`src/sv/ile_pkg.sv`:
```
package ile_pkg;

  localparam int MODE_W       = 3;
  localparam int POS_W        = 4;
  localparam int VAL_W        = 32;
  localparam int ST_W         = 2;
  localparam int CNT_OUT_W    = 5;
  localparam int DEF_CAPACITY = 16;

  typedef enum logic [MODE_W-1:0] {
    MODE_READ   = 3'd0,
    MODE_INSERT = 3'd1,
    MODE_REMOVE = 3'd2,
    MODE_SEARCH = 3'd3,
    MODE_CLEAR  = 3'd4
  } mode_t;

  typedef enum logic [ST_W-1:0] {
    ST_OK      = 2'd0,
    ST_RANGE   = 2'd1,
    ST_FULL    = 2'd2,
    ST_MISSING = 2'd3
  } status_t;

  // what every cell does on the coming edge
  typedef enum logic [1:0] {
    CELL_HOLD,
    CELL_INSERT,
    CELL_REMOVE
  } cell_op_t;

  typedef struct packed {
    cell_op_t                 op;
    logic [POS_W-1:0]         pos;
    logic signed [VAL_W-1:0]  value;
  } cell_cmd_t;

endpackage

```
`src/sv/ile_if.sv`:
```
interface ile_in_if;
  import ile_pkg::*;

  logic                    valid;
  logic                    ready;
  logic [MODE_W-1:0]       mode;
  logic [POS_W-1:0]        position;
  logic signed [VAL_W-1:0] item_value;

  modport source (output valid, mode, position, item_value, input ready);
  modport sink   (input valid, mode, position, item_value, output ready);
endinterface

interface ile_out_if;
  import ile_pkg::*;

  logic                    valid;
  logic                    ready;
  logic signed [VAL_W-1:0] read_value;
  logic [POS_W-1:0]        match_position;
  logic [ST_W-1:0]         status;
  logic [CNT_OUT_W-1:0]    item_count;

  modport source (output valid, read_value, match_position, status, item_count,
                  input ready);
  modport sink   (input valid, read_value, match_position, status, item_count,
                  output ready);
endinterface

```
`src/sv/ile_cell.sv`:
```
module ile_cell #(
  parameter int INDEX = 0,
  parameter int CNT_W = 5
) (
  input  logic                            clk,
  input  ile_pkg::cell_cmd_t              cmd,
  input  logic [CNT_W-1:0]                count,
  input  logic signed [ile_pkg::VAL_W-1:0] left_val,
  input  logic signed [ile_pkg::VAL_W-1:0] right_val,
  output logic signed [ile_pkg::VAL_W-1:0] entry,
  output logic                            hit
);
  import ile_pkg::*;

  localparam int CMPW = ((CNT_W > POS_W) ? CNT_W : POS_W) + 1;

  logic signed [VAL_W-1:0] entry_r;
  logic signed [VAL_W-1:0] entry_nxt;
  logic [CMPW-1:0]         idx;
  logic [CMPW-1:0]         p;
  logic [CMPW-1:0]         c;

  assign idx = CMPW'(INDEX);
  assign p   = CMPW'(cmd.pos);
  assign c   = CMPW'(count);

  always_comb begin
    entry_nxt = entry_r;
    case (cmd.op)
      CELL_INSERT: begin
        if (idx == p) begin
          entry_nxt = cmd.value;
        end else if (idx > p && idx <= c) begin
          entry_nxt = left_val;
        end
      end
      CELL_REMOVE: begin
        if (idx >= p && (idx + 1'b1) < c) begin
          entry_nxt = right_val;
        end
      end
      default: entry_nxt = entry_r;
    endcase
  end

  always_ff @(posedge clk) begin
    entry_r <= entry_nxt;
  end

  assign entry = entry_r;
  // only occupied cells may report a match
  assign hit   = (idx < c) && (entry_r == cmd.value);

endmodule

```
`src/sv/indexed_list_engine_unit.sv`:
```
// Indexed list engine: an ordered list of up to CAPACITY signed 32-bit values
// held in a row of cells, one entry per cell. Each item carries one request
// (read, insert, remove, search, clear) and yields exactly one result with
// the status and the entry count after the request. All cells shift or
// compare in the same clock, and the result appears in the output register
// on the next edge; with out_ch.ready held high the unit takes one item
// every cycle, and a stalled result only holds off the input for as long
// as it waits. Reset clears the count; entry contents are undefined until
// written, but only occupied positions are ever read. A full list refuses
// inserts with a full status before any position check; read and remove
// reject a position at or past the count.
module indexed_list_engine_unit #(
  parameter int CAPACITY = ile_pkg::DEF_CAPACITY
) (
  input  logic          clk,
  input  logic          rst_n,
  ile_in_if.sink        in_ch,
  ile_out_if.source     out_ch
);
  import ile_pkg::*;

  localparam int CW   = $clog2(CAPACITY + 1);
  localparam int CMPW = (CW > POS_W) ? CW : POS_W;

  // control and output registers
  logic [CW-1:0]           count_r, count_nxt;
  logic                    out_valid_r;
  logic signed [VAL_W-1:0] rd_r, rd_nxt;
  logic [POS_W-1:0]        match_r, match_nxt;
  status_t                 status_r, status_nxt;

  logic                    accept;
  cell_cmd_t               cmd;
  logic signed [VAL_W-1:0] cell_val [CAPACITY];
  logic [CAPACITY-1:0]     cell_hit;
  logic [CMPW-1:0]         pos_ext, cnt_ext;
  logic signed [VAL_W-1:0] rd_sel;
  logic                    found;
  logic [POS_W-1:0]        first_idx;
  logic                    full;

  assign in_ch.ready = !out_valid_r || out_ch.ready;
  assign accept      = in_ch.valid && in_ch.ready;

  assign pos_ext = CMPW'(in_ch.position);
  assign cnt_ext = CMPW'(count_r);
  assign full    = (count_r == CW'(CAPACITY));

  // read port: positions are 4 bits wide, so only cells 0 to 15 are reachable
  always_comb begin
    rd_sel = '0;
    for (int i = 0; i < CAPACITY; i++) begin
      if (CMPW'(i) == pos_ext) rd_sel = cell_val[i];
    end
  end

  // the lowest-numbered occupied cell that matches wins
  always_comb begin
    found     = 1'b0;
    first_idx = '0;
    for (int i = CAPACITY - 1; i >= 0; i--) begin
      if (cell_hit[i]) begin
        found     = 1'b1;
        first_idx = POS_W'(i);
      end
    end
  end

  // request decode
  always_comb begin
    count_nxt  = count_r;
    rd_nxt     = '0;
    match_nxt  = '0;
    status_nxt = ST_OK;
    cmd.op     = CELL_HOLD;
    cmd.pos    = in_ch.position;
    cmd.value  = in_ch.item_value;
    unique case (mode_t'(in_ch.mode))
      MODE_READ: begin
        if (pos_ext < cnt_ext) rd_nxt = rd_sel;
        else                   status_nxt = ST_RANGE;
      end
      MODE_INSERT: begin
        if (full) begin
          status_nxt = ST_FULL;
        end else if (pos_ext > cnt_ext) begin
          status_nxt = ST_RANGE;
        end else begin
          cmd.op    = accept ? CELL_INSERT : CELL_HOLD;
          count_nxt = count_r + 1'b1;
        end
      end
      MODE_REMOVE: begin
        if (pos_ext < cnt_ext) begin
          cmd.op    = accept ? CELL_REMOVE : CELL_HOLD;
          count_nxt = count_r - 1'b1;
        end else begin
          status_nxt = ST_RANGE;
        end
      end
      MODE_SEARCH: begin
        if (found) match_nxt  = first_idx;
        else       status_nxt = ST_MISSING;
      end
      MODE_CLEAR: count_nxt = '0;
      default: ;  // unused codes: no change, status ok
    endcase
  end

  // the row of cells; end cells take their own value as the missing neighbour
  for (genvar g = 0; g < CAPACITY; g++) begin : g_cell
    logic signed [VAL_W-1:0] left_in, right_in;
    if (g == 0) begin : g_first
      assign left_in = cell_val[g];
    end else begin : g_mid_l
      assign left_in = cell_val[g-1];
    end
    if (g == CAPACITY - 1) begin : g_last
      assign right_in = cell_val[g];
    end else begin : g_mid_r
      assign right_in = cell_val[g+1];
    end
    ile_cell #(
      .INDEX (g),
      .CNT_W (CW)
    ) u_cell (
      .clk       (clk),
      .cmd       (cmd),
      .count     (count_r),
      .left_val  (left_in),
      .right_val (right_in),
      .entry     (cell_val[g]),
      .hit       (cell_hit[g])
    );
  end

  always_ff @(posedge clk) begin
    if (!rst_n) begin
      count_r     <= '0;
      out_valid_r <= 1'b0;
    end else begin
      if (accept) begin
        count_r     <= count_nxt;
        out_valid_r <= 1'b1;
      end else if (out_ch.ready) begin
        out_valid_r <= 1'b0;
      end
    end
    if (accept) begin
      rd_r     <= rd_nxt;
      match_r  <= match_nxt;
      status_r <= status_nxt;
    end
  end

  assign out_ch.valid          = out_valid_r;
  assign out_ch.read_value     = rd_r;
  assign out_ch.match_position = match_r;
  assign out_ch.status         = status_r;
  assign out_ch.item_count     = CNT_OUT_W'(count_r);

  // count never runs past the row of cells
  a_count_bound: assert property (@(posedge clk) disable iff (!rst_n)
    count_r <= CW'(CAPACITY))
    else $error("entry count beyond capacity");

  // a clear empties the list
  a_clear: assert property (@(posedge clk) disable iff (!rst_n)
    accept && in_ch.mode == MODE_CLEAR |=> count_r == '0)
    else $error("count not zero after clear");

  // full status only when every cell is occupied
  a_full: assert property (@(posedge clk) disable iff (!rst_n)
    accept && status_nxt == ST_FULL |-> full)
    else $error("full status with free cells");

  // every accepted item leaves a result behind
  a_result: assert property (@(posedge clk) disable iff (!rst_n)
    accept |=> out_valid_r && out_ch.item_count == CNT_OUT_W'(count_r))
    else $error("no result after accepted item");

  // a successful insert grows the count by one
  a_insert: assert property (@(posedge clk) disable iff (!rst_n)
    accept && cmd.op == CELL_INSERT |=> count_r == $past(count_r) + 1'b1)
    else $error("insert did not grow the list");

endmodule
```
`src/flat_wrapper.sv`:
```
// flat-port wrapper written by rule: the top's interface ports become plain ports
module indexed_list_engine_unit_flat import ile_pkg::*;
#(
  parameter int CAPACITY = ile_pkg::DEF_CAPACITY
)
  (clk, rst_n, in_ch_valid, in_ch_mode, in_ch_position, in_ch_item_value, in_ch_ready, out_ch_valid, out_ch_read_value, out_ch_match_position, out_ch_status, out_ch_item_count, out_ch_ready);
  ile_in_if in_ch_i ();
  ile_out_if out_ch_i ();
  input  logic clk;
  input  logic rst_n;
  input wire logic [$bits(in_ch_i.valid)-1:0] in_ch_valid;
  input wire logic [$bits(in_ch_i.mode)-1:0] in_ch_mode;
  input wire logic [$bits(in_ch_i.position)-1:0] in_ch_position;
  input wire logic [$bits(in_ch_i.item_value)-1:0] in_ch_item_value;
  output wire logic [$bits(in_ch_i.ready)-1:0] in_ch_ready;
  output wire logic [$bits(out_ch_i.valid)-1:0] out_ch_valid;
  output wire logic [$bits(out_ch_i.read_value)-1:0] out_ch_read_value;
  output wire logic [$bits(out_ch_i.match_position)-1:0] out_ch_match_position;
  output wire logic [$bits(out_ch_i.status)-1:0] out_ch_status;
  output wire logic [$bits(out_ch_i.item_count)-1:0] out_ch_item_count;
  input wire logic [$bits(out_ch_i.ready)-1:0] out_ch_ready;
  assign in_ch_i.valid = in_ch_valid;
  assign in_ch_i.mode = in_ch_mode;
  assign in_ch_i.position = in_ch_position;
  assign in_ch_i.item_value = in_ch_item_value;
  assign in_ch_ready = in_ch_i.ready;
  assign out_ch_valid = out_ch_i.valid;
  assign out_ch_read_value = out_ch_i.read_value;
  assign out_ch_match_position = out_ch_i.match_position;
  assign out_ch_status = out_ch_i.status;
  assign out_ch_item_count = out_ch_i.item_count;
  assign out_ch_i.ready = out_ch_ready;
  indexed_list_engine_unit #(.CAPACITY(CAPACITY)) u_core (.clk(clk), .rst_n(rst_n), .in_ch(in_ch_i), .out_ch(out_ch_i));
endmodule
```
`config.mk`:
```
export PLATFORM = sky130hd
export DESIGN_NAME = indexed_list_engine_unit_flat
export DESIGN_NICKNAME = d
export VERILOG_FILES = /design/src/sv/ile_pkg.sv /design/src/sv/ile_if.sv /design/src/sv/ile_cell.sv /design/src/sv/indexed_list_engine_unit.sv /design/src/flat_wrapper.sv
export SDC_FILE = /design/constraint.sdc
export NUM_CORES = 2
export LEC_CHECK = 0
export CORE_ASPECT_RATIO = 0.7
export CORE_MARGIN = 8
export CORE_UTILIZATION = 55
export DETAILED_ROUTE_END_ITERATION = 6
export DONT_BUFFER_PORTS = 1
export GPL_ROUTABILITY_DRIVEN = 0
export PLACE_DENSITY = 0.73
export SYNTH_ARGS = -nofsm -noshare
export SYNTH_HDL_FRONTEND = slang
export SYNTH_SLANG_ARGS = --single-unit
export TNS_END_PERCENT = 5
```
`constraint.sdc`:
```
create_clock -name clk -period 6.8 [get_ports clk]
set_input_delay 1.36 -clock clk [delete_from_list [all_inputs] [get_ports clk]]
set_output_delay 1.36 -clock clk [all_outputs]
set_load 0.05 [all_outputs]
```
==> load_flow_metrics.sql <==
INSERT INTO impl_metrics (metric_group, metric, value, unit) VALUES
('critical_path', 'rr_startpoint', 'u_core.out_ch.item_count[1]', ''),
('routing', 'detail_route.first_pass.iterations', '7', ''),
('sta', 'fin_hold_ws', '616.3', 'ps'),
('synthesis', 'yosysUniqueCellTypes', '66', ''),
('global_routing', 'grt-busiest-layer', 'met1', ''),
('synthesis', 'yosys.cell_count.top_type', 'nand2_1', ''),
('sta', 'final_min_period_over_clock_period', '73.40', '%'),
('critical_path', 'r2r.worst_path.cells', '13', ''),
('synthesis', 'post_synthesis_mean_instance_area', '9.720', 'sq um'),
('synthesis', 'ys.warnings.count', '0', ''),
('run_status', 'status', 'complete, no violations', ''),
('global_routing', 'groute.layer.met3.usage', '16.64', '%'),
('synthesis', 'synth_cells', '3919', ''),
('die', 'num_rows', '80', ''),
('critical_path', 'critical_path_peak_fanout', '85', ''),
('synthesis', 'synth.top_cells.by_area', 'edfxtp_1 (43%), mux2i_1 (12%), xor2_1 (7.5%)', ''),
('die', 'design.portCount', '88', ''),
('die', 'initial_core_util', '55.72', '%'),
('power_and_ir_drop', 'p_leak', '13.77', 'nW'),
('synthesis', 'synth_seq_cells', '556', ''),
('critical_path', 'cp_data_arrival_time', '5270', 'ps'),
('sta', 'total_negative_setup_slacks', '0', 'ps'),
('cts', 'cts_inserted_buffers', '59', ''),
('sta', 'setup_repair_after_global_routing_missed_its_margin', 'no', ''),
('global_routing', 'groute.layer.met1.usage', '48.23', '%'),
('sta', 'timing_max_transition_violations_final', '0', ''),
('routing', 'route.detailed.drc', '0', ''),
('global_routing', 'grt_max_degree', '186', ''),
('critical_path', 'path_cells', 'inv_1 -> ha_1 -> nand3_1 -> o22ai_1 -> nor2_1 -> nor2_1 -> or3_1 -> inv_1 -> ha_4 -> buf_4 -> nand3_1 -> o21ai_4 -> buf_4', ''),
('sta', 'min_period', '4991', 'ps'),
('critical_path', 'critical-path-max-stage-delay', '900', 'ps'),
('sta', 'maxSlewHeadroom', '23.06', '%'),
('routing', 'drt_iter0_markers', '6638', ''),
('sta', 'tightest_slew', '1151', 'ps'),
('min_path', 'hold_class', 'reg -> reg', ''),
('synthesis', 'synth-main-ff-cell', 'edfxtp_1', ''),
('synthesis', 'mappedNetlistArea', '0.03809', 'sq mm'),
('sta', 'finalClockSkew', '32.71', 'ps'),
('routing', 'routed_wire_length_per_instance', '29.35', 'um'),
('cts', 'clk_pin_slew_worst_paths', '60', 'ps'),
('routing', 'vias_per_cell', '6.997', ''),
('die', 'core_footprint', '0.06837', 'sq mm'),
('critical_path', 'timing.setup.critical_path_class', 'reg -> reg', ''),
('critical_path', 'worstSetupStartpointType', 'flop', ''),
('cts', 'ctsLongestPathBuffers', '3', ''),
('die', 'design.die.area', '0.07807', 'sq mm'),
('synthesis', 'asyncSetResetFlopFracSynth', '0', '%'),
('finish', 'layout.core_utilization', '58.85', '%'),
('sta', 'fmax', '200.4', 'MHz'),
('routing', 'vias', '32190', ''),
('cts', 'cts_repair_resizes', '0', ''),
('global_routing', 'use_met2', '43.00', '%'),
('global_routing', 'gr-total-overflow', '0', ''),
('global_routing', 'antenna_found_initial', '8', ''),
('finish', 'number_of_nets_in_the_layout', '3701', ''),
('synthesis', 'synth_seq_area_share', '43.67', '%'),
('critical_path', 'r2r_slack', '1810', 'ps'),
('cts', 'hold_buffers', '0', ''),
('finish', 'area_overhead_vs_synth', '5.627', '%'),
('synthesis', 'synth_nets', '3973', ''),
('power_and_ir_drop', 'power.density', '207.4', 'mW/mm^2'),
('power_and_ir_drop', 'vdd.ir_drop.worst', '187.4', 'uV'),
('cts', 'cts_setup_buffers', '0', ''),
('cts', 'numClockSinks', '556', ''),
('cts', 'clock_latency', '660', 'ps'),
('critical_path', 'rr_endpoint', 'u_core.g_cell[14].u_cell.entry[12]', ''),
('critical_path', 'critical-path-slowest-cell', 'dfxtp_1', ''),
('routing', 'route.antenna.remaining_nets', '0', ''),
('cts', 'cts_h_tree_depth', '2', ''),
('routing', 'drt_wl_total', '135000', 'um'),
('global_routing', 'grt_pass1_vias', '28870', '');
[kinds of logic (layout without fill, tap and decap cells)]
logic type | count (synthesis) | count (layout) | share of synthesized area [%]
compound gates | 896 | 896 | 13.82
xor+xnor | 513 | 513 | 11.80
fa+ha+maj | 11 | 11 | 0.3613
buf+inv | 411 | 188 | 4.920
flops | 556 | 556 | 43.67
mux | 504 | 504 | 13.43
other cells | 0 | 3 | 0
simple gates | 1028 | 1028 | 12.00
[report_power, final]
part	total [mW]	switching (mW)	internal (mW)
combinational	0.854	0.549	0.305
clock	3.51	1.49	2.02
sequential	3.98	0.133	3.84
[worst max path at each step]
stage / startpoint / end / slack [ps]
floorplan: in_ch_position[0] / u_core.g_cell[2].u_cell.entry[0] / 130
finish: u_core.out_ch.item_count[1] / u_core.g_cell[14].u_cell.entry[12] / 1810
global route: u_core.out_ch.item_count[1] / u_core.g_cell[14].u_cell.entry[6] / 1520
detailed placement: in_ch_position[2] / u_core.g_cell[15].u_cell.entry[20] / 1720
CTS: u_core.out_ch.item_count[1] / u_core.g_cell[15].u_cell.entry[4] / 1820
global placement: in_ch_position[2] / u_core.g_cell[15].u_cell.entry[21] / 1760
[per-layer routing]
layer | part of all wire, % | vias up
met5 | 0.17 | -
met4 | 2.2 | 8
met3 | 19 | 247
met2 | 39 | 2671
met1 | 40 | 15560
li1 | - | 13710
[registers in the layout, indices dropped and copies added, names as in the netlist]
| name | cells |
|---|---|
| u_core.g_cell.u_cell.entry | 512 |
| u_core.out_ch.item_count | 5 |
| u_core.out_ch.match_position | 4 |
| u_core.out_ch.read_value | 32 |
| u_core.out_ch.status | 2 |
| u_core.out_ch.valid | 1 |
[placed cells by master (no fill, tap or decap), types with 56 or more instances in the layout]
cell | netlist | routed
xor2_1 | 325 | 325
edfxtp_1 | 550 | 550
nand2_1 | 647 | 640
clkbuf_16 | 0 | 60
mux2_2 | 56 | 56
o22ai_1 | 90 | 90
o21ai_0 | 519 | 518
nand4_1 | 61 | 61
xnor2_1 | 188 | 188
mux2i_1 | 448 | 448
nor2_1 | 98 | 91
nor4_1 | 83 | 82
a21oi_1 | 81 | 81
[area by class of cell]
| type | count | area, sq um | area share [%] |
|---|---|---|---|
| Antenna cell | 3 | 7.507 | 0.01866 |
| Clock buffer | 67 | 1528 | 3.797 |
| Clock inverter | 43 | 498.0 | 1.238 |
| Inverter | 22 | 82.58 | 0.2052 |
| Multi-Input combinational cell | 2952 | 19870 | 49.39 |
| Sequential cell | 556 | 16640 | 41.35 |
| Tap cell | 902 | 1129 | 2.805 |
| Timing Repair Buffer | 56 | 483.0 | 1.200 |
[worst max-delay path, delay by kind of cell (launching register included)]
family          cells  cell delay [ps]
compound gates      2              200
simple gates        5              890
flops               1              900
buf+inv             4             1350
fa+ha+maj           2             1210
[metrics by stage]
step	power, mW	area, sq um	instances
after detailed placement	4.842	38200	4488
after CTS	8.280	40230	4598
after global routing	8.496	40230	4598
after global placement	4.830	38200	4488
after floorplan	4.676	38090	3919
final	8.343	40230	4601
Note: power is estimated with default switching activity, not from simulation.
